[src/hw/rtl/acs_pkg.sv]
package acs_pkg;
    localparam int PC_W = 16;
    localparam int REG_W = 32;

    localparam logic [1:0] ACT_WRITE = 2'd0;
    localparam logic [1:0] ACT_EXEC  = 2'd1;
    localparam logic [1:0] ACT_CLEAR = 2'd2;
    localparam logic [1:0] ACT_BAD   = 2'd3;

    localparam logic [2:0] ST_EXEC    = 3'd0;
    localparam logic [2:0] ST_HALT    = 3'd1;
    localparam logic [2:0] ST_ILLEGAL = 3'd2;
    localparam logic [2:0] ST_DIVZERO = 3'd3;
    localparam logic [2:0] ST_WRITTEN = 3'd4;
    localparam logic [2:0] ST_RESET   = 3'd5;

    localparam logic [1:0] FLAG_CLEAR   = 2'd0;
    localparam logic [1:0] FLAG_LESS    = 2'd1;
    localparam logic [1:0] FLAG_GREATER = 2'd2;
    localparam logic [1:0] FLAG_EQUAL   = 2'd3;

    localparam logic [7:0] OP_HALT = 8'd0;
    localparam logic [7:0] OP_LDA  = 8'd4;
    localparam logic [7:0] OP_LDB  = 8'd5;
    localparam logic [7:0] OP_LDJ  = 8'd6;
    localparam logic [7:0] OP_STA  = 8'd8;
    localparam logic [7:0] OP_STB  = 8'd9;
    localparam logic [7:0] OP_STJ  = 8'd10;
    localparam logic [7:0] OP_ADDM = 8'd16;
    localparam logic [7:0] OP_ADDI = 8'd17;
    localparam logic [7:0] OP_SUBM = 8'd18;
    localparam logic [7:0] OP_SUBI = 8'd19;
    localparam logic [7:0] OP_DIVM = 8'd20;
    localparam logic [7:0] OP_DIVI = 8'd21;
    localparam logic [7:0] OP_MULM = 8'd22;
    localparam logic [7:0] OP_MULI = 8'd23;
    localparam logic [7:0] OP_ANDM = 8'd32;
    localparam logic [7:0] OP_ANDI = 8'd33;
    localparam logic [7:0] OP_ORM  = 8'd34;
    localparam logic [7:0] OP_ORI  = 8'd35;
    localparam logic [7:0] OP_NOT  = 8'd36;
    localparam logic [7:0] OP_XORM = 8'd37;
    localparam logic [7:0] OP_XORI = 8'd38;
    localparam logic [7:0] OP_SHL0 = 8'd39;
    localparam logic [7:0] OP_SHL1 = 8'd40;
    localparam logic [7:0] OP_SHR0 = 8'd41;
    localparam logic [7:0] OP_SHR1 = 8'd42;
    localparam logic [7:0] OP_CLRF = 8'd48;
    localparam logic [7:0] OP_CMP  = 8'd49;
    localparam logic [7:0] OP_JGT  = 8'd50;
    localparam logic [7:0] OP_JEQ  = 8'd51;
    localparam logic [7:0] OP_JLT  = 8'd52;
    localparam logic [7:0] OP_JMP  = 8'd53;
    localparam logic [7:0] OP_RET  = 8'd54;
    localparam logic [7:0] OP_CON0 = 8'd64;
    localparam logic [7:0] OP_CON1 = 8'd65;
    localparam logic [7:0] OP_CON2 = 8'd66;
    localparam logic [7:0] OP_CON3 = 8'd67;

    typedef struct packed {
        logic [1:0]  action;
        logic [15:0] address;
        logic [7:0]  write_byte;
    } t_in;

    typedef struct packed {
        logic [2:0]  status;
        logic [15:0] pc_out;
        logic [31:0] acc_out;
        logic [31:0] aux_out;
        logic [31:0] link_out;
        logic [1:0]  flag_out;
    } t_out;

    typedef struct packed {
        logic        start;
        logic [31:0] num;
        logic [31:0] den;
    } t_div_req;

    typedef struct packed {
        logic        done;
        logic [31:0] quo;
        logic [31:0] rem;
    } t_div_rsp;

    function automatic logic op_legal(input logic [7:0] op);
        return (op >= OP_LDA && op <= OP_LDJ) || (op >= OP_STA && op <= OP_STJ) ||
               (op >= OP_ADDM && op <= OP_MULI) || (op >= OP_ANDM && op <= OP_SHR1) ||
               (op >= OP_CLRF && op <= OP_RET) || (op >= OP_CON0 && op <= OP_CON3);
    endfunction
endpackage

[src/hw/rtl/acs_div.sv]
module acs_div (
    input  logic              i_clk,
    input  logic              i_rst_n,
    input  acs_pkg::t_div_req i_req,
    output acs_pkg::t_div_rsp o_rsp
);
    import acs_pkg::*;

    logic [5:0]  r_cnt;
    logic        r_busy;
    logic [31:0] r_q;
    logic [31:0] r_r;
    logic [31:0] r_d;
    logic [33:0] n_trial;
    logic [32:0] n_rsh;

    assign n_rsh   = {r_r, r_q[31]};
    assign n_trial = {1'b0, n_rsh} - {2'b0, r_d};

    always_ff @(posedge i_clk) begin
        if (!i_rst_n) begin
            r_busy <= 1'b0;
            r_cnt  <= '0;
        end else if (i_req.start) begin
            r_busy <= 1'b1;
            r_cnt  <= 6'd0;
        end else if (r_busy) begin
            r_cnt <= r_cnt + 6'd1;
            if (r_cnt == 6'd31) begin
                r_busy <= 1'b0;
            end
        end
    end

    always_ff @(posedge i_clk) begin
        if (i_req.start) begin
            r_q <= i_req.num;
            r_r <= '0;
            r_d <= i_req.den;
        end else if (r_busy) begin
            if (!n_trial[33]) begin
                r_r <= n_trial[31:0];
                r_q <= {r_q[30:0], 1'b1};
            end else begin
                r_r <= n_rsh[31:0];
                r_q <= {r_q[30:0], 1'b0};
            end
        end
    end

    assign o_rsp.done = r_busy && (r_cnt == 6'd31);
    assign o_rsp.quo  = n_trial[33] ? {r_q[30:0], 1'b0} : {r_q[30:0], 1'b1};
    assign o_rsp.rem  = n_trial[33] ? n_rsh[31:0] : n_trial[31:0];
endmodule
[config.mk]
export PLATFORM = sky130hd
export DESIGN_NAME = acs_div
export DESIGN_NICKNAME = d
export VERILOG_FILES = /design/src/hw/rtl/acs_pkg.sv /design/src/hw/rtl/acs_div.sv
export SDC_FILE = /design/constraint.sdc
export NUM_CORES = 1
export LEC_CHECK = 0
export BUFFER_PORTS_ARGS = -buffer_cell sky130_fd_sc_hd__buf_2
export CAP_MARGIN = 20
export CORE_MARGIN = 2
export CORE_UTILIZATION = 49
export CTS_BUF_LIST = sky130_fd_sc_hd__clkbuf_2 sky130_fd_sc_hd__clkbuf_4 sky130_fd_sc_hd__clkbuf_8
export DETAILED_ROUTE_END_ITERATION = 6
export GPL_TIMING_DRIVEN = 0
export PLACE_DENSITY = 0.81
export SLEW_MARGIN = 20
export SYNTH_ARGS = -nofsm -noshare
export SYNTH_HDL_FRONTEND = slang
export SYNTH_SLANG_ARGS = --single-unit
[constraint.sdc]
create_clock -name i_clk -period 5.3 [get_ports i_clk]
set_input_delay 0.53 -clock i_clk [delete_from_list [all_inputs] [get_ports i_clk]]
set_output_delay 0.53 -clock i_clk [all_outputs]
set_load 0.005 [all_outputs]
==> flow_summary.yaml <==
worst_hold_path:
  whs_path_depth: 1
  holdPathEnd: "r_d[15]"
  hp-class: "in -> reg"
  hold_start: "i_req[15]"
worst_setup_path:
  crit-reg2reg-launch: "r_q[31]"
  reg2reg_slack_ps: 1910
  worst_setup_path_start_kind: "flop"
  slowest_delay_ps: 460
  r2r-end: "r_r[22]"
  critPathKind: "reg -> out"
  path_max_fanout: 6
  crit_chain: "inv_1 -> ha_1 -> inv_1 -> fa_1 -> a21o_1 -> a221oi_2 -> o21ai_1 -> a21oi_1 -> a21oi_1 -> a21oi_1 -> xor2_1 -> o21ai_0 -> buf_2"
  cp_common_cell: "a21oi_1"
  worstPathRequired_ps: 4770
  reg2reg_depth: 12
  cp.arrival_ps: 3750
  critPathCaptureType: "output port"
  cp_top_family: "compound AO/OA/AOI/OAI gates"
  worst_path_max_delay_cell: "a21oi_1"
  cp_num_buf_inv: 3
logic_synthesis:
  netlist_area_um2: 6420
  synthTopCellsByArea: "edfxtp_1 (30%), dfxtp_1 (12%), ha_1 (6.4%), mux2_2 (5.4%), nor2_1 (4.0%)"
  synth_top_area_share_pct: 29.9
  yosysMostFrequentCell: "nor2_1"
  yosys_warnings: 0
  synthArstFlopShare_pct: 0
  syn_nets: 762
  synth.distinct_cells: 61
  synth-main-ff-cell: "edfxtp_1"
  synth-seq-cells: 103
  synth_edf_count: 64
  yosysSeqAreaShare_pct: 42.1
  synth_common_cells: "nor2_1 (69), edfxtp_1 (64), nand2_1 (57)"
  synth.avg_cell_area_um2: 9.71
  synthCells: 661
  synth_top_cell_by_area: "edfxtp_1"
placement:
  place_hpwl_um: 11400
  io_buffers: 131
  place_inst: 964
  pre_cts_slack_ps: 1520
  place_congestion: 0.928
  placed_area_um2: 7290
global_routing:
  grt_start_max_net_pins: 34
  antenna_found_initial: 0
  overflow: 0
  grt_pass1_vias: 4991
  grt.total_usage_pct: 21.8
  grt_pass1_wl_um: 24400
power:
  cellPowerDensity_nw_per_um2: 279
  power.switching_mw: 0.661
  power_frac_clock_pct: 25.0
  switching_share_pct: 31.6
  pwr-share-comb_pct: 29.1
  p_int_mw: 1.43
  p_leak_nw: 3.40
  ir_drop_v: 0.000127
  p_seq_share_pct: 45.9
detailed_routing:
  drt_iter0_markers: 325
  wl_met2_um: 6940
  drtPass1Iterations: 4
  via_count: 5211
  dr_wl_met3_um: 1060
  wl_um: 15100
  post_drt_wl_per_cell_um: 15.4
  routed.top_layer: "met4"
  ant_nets: 0
  viasPerCell: 5.32
  wl_met1_um: 6670
  route.detailed.drc: 0
layout:
  drive_above_1_share_pct: 30.1
  fin_util_pct: 58.9
  syn2layout_area_growth_pct: 16.7
  final_cell_area_um2: 7490
  fin_nets: 904
  fillCellCount: 1133
  diodes: 0
  layout.cells.non_filler: 980
sta:
  rsz0062_at_grt: "false"
  layout_worst_path_cycle_share_pct: 80.7
  tns_ps: 0
  finalHoldViolations: 0
  max_slew.worst_pin.slew_ps: 794
  min_period_ps: 4280
  setup_slack_ps: 1020
  maxSlewViolCount: 0
  finalSetupViolations: 0
  fmax_mhz: 234
  maxSlewHeadroom_pct: 47.1
  skew_ps: 14.4
cts:
  cts-root-buf: "clkbuf_8"
  cts_tree: "done"
  cts_resized: 0
  clk_latency_ps: 410
  clkSinkCount: 103
  cts_buffers: 9
  clkTransAtPathRegs_ps: 110
  ctsHoldBuffers: 0
  h-tree-depth: 3
  cts_setup_buffers: 0
  clock_path_buffers: 2
outcome:
  status: "finished clean"
die:
  die_w_um: 118
  boundaryPins: 132
  core_area_um2: 12700
  num_rows: 41
  die_h_um: 118
  start_util_pct: 50.4
  dieArea_um2: 14000
run:
  drv_cap: 0
[through the flow]
stage,power [mW],hold WS [ps]
after detailed placement,1.59,501
final,2.09,294
after CTS,2.10,280
after global placement,1.57,488
after floorplan,1.39,471
after global routing,2.20,275
[power by group through the flow]
stage                     clock (mW)  sequential [mW]  combinational, mW
after detailed placement           0            0.980              0.605
after CTS                      0.533            0.962              0.609
after global routing           0.557            0.970              0.677
final                          0.522            0.962              0.610
after global placement             0            0.977              0.597
after floorplan                    0            0.969              0.424
[kinds of logic after synthesis]
kind of cell | after synthesis | synth area share [%]
adder cells (fa/ha/maj) | 34 | 6.75
AND/OR/NAND/NOR | 185 | 13.0
flip-flops | 103 | 42.1
XOR/XNOR | 29 | 3.96
multiplexers | 53 | 9.87
buffers and inverters | 106 | 8.54
AO/OA/AOI/OAI | 151 | 15.7
[worst reg2reg max path, delay by kind of cell, from the launching register on]
kind	cells	cell delay, ps
buffers and inverters	2	150
muxes	1	330
AOI/OAI and AO/OA	6	1670
xor gates and xnor gates	1	170
DFF	1	390
adders and majority gates	2	580
[registers in the layout, indices dropped and copies added (netlist names)]
| register | count |
|---|---|
| r_cnt | 6 |
| r_busy | 1 |
| r_r | 32 |
| r_q | 32 |
| r_d | 32 |
[placed cells by master (no fill, tap or decap), types with 4 or more instances in the layout]
master / netlist / layout
o21bai_1: 4 / 4
edfxtp_1: 64 / 64
mux2_2: 31 / 31
mux2_4: 11 / 11
or3_1: 4 / 4
dfxtp_1: 39 / 39
a31oi_1: 4 / 4
buf_4: 31 / 31
ha_1: 33 / 33
xor2_1: 13 / 13
mux2_1: 7 / 7
clkbuf_8: 0 / 9
nand3_1: 9 / 9
inv_1: 42 / 42
nand4_1: 7 / 7
nand2b_1: 4 / 4
nor2b_1: 5 / 5
xnor2_1: 16 / 16
mux2i_1: 4 / 4
nand2_1: 57 / 57
o21ai_1: 4 / 4
and3_1: 4 / 4
a311oi_1: 7 / 7
buf_1: 4 / 4
nor2_1: 69 / 69
a21oi_1: 38 / 38
o211ai_1: 5 / 5
buf_2: 7 / 138
o21a_1: 20 / 20
a21o_1: 13 / 13
nor3_1: 10 / 10
o21ai_0: 28 / 28
clkbuf_1: 17 / 17
[worst max path at each step]
stage / startpoint / end / depth (start not counted)
final: r_q[31] / o_rsp[28] / 13
after global routing: r_q[31] / o_rsp[28] / 13
after CTS: r_q[31] / o_rsp[28] / 13
after detailed placement: r_q[31] / o_rsp[28] / 13
after global placement: r_q[31] / o_rsp[28] / 13
after floorplan: r_q[31] / o_rsp[24] / 12
[per-layer routing]
layer | track usage [%] | vias up
met2 | 35.5 | 203
met5 | 0 | -
li1 | - | 2600
met4 | 8.93 | 0
met1 | 28.1 | 2379
met3 | 4.58 | 29
[layout make-up]
class	count	area [um^2]	area share (%)
timing repair buffer	131	656	8.75
inverter	44	168	2.24
multi-input combinational	452	3170	42.3
clock inverter	7	80.1	1.07
buffer	62	380	5.08
sequential	103	2700	36.1
tap	172	215	2.87
clock buffer	9	124	1.65
Power figures use the tool's default switching activity.
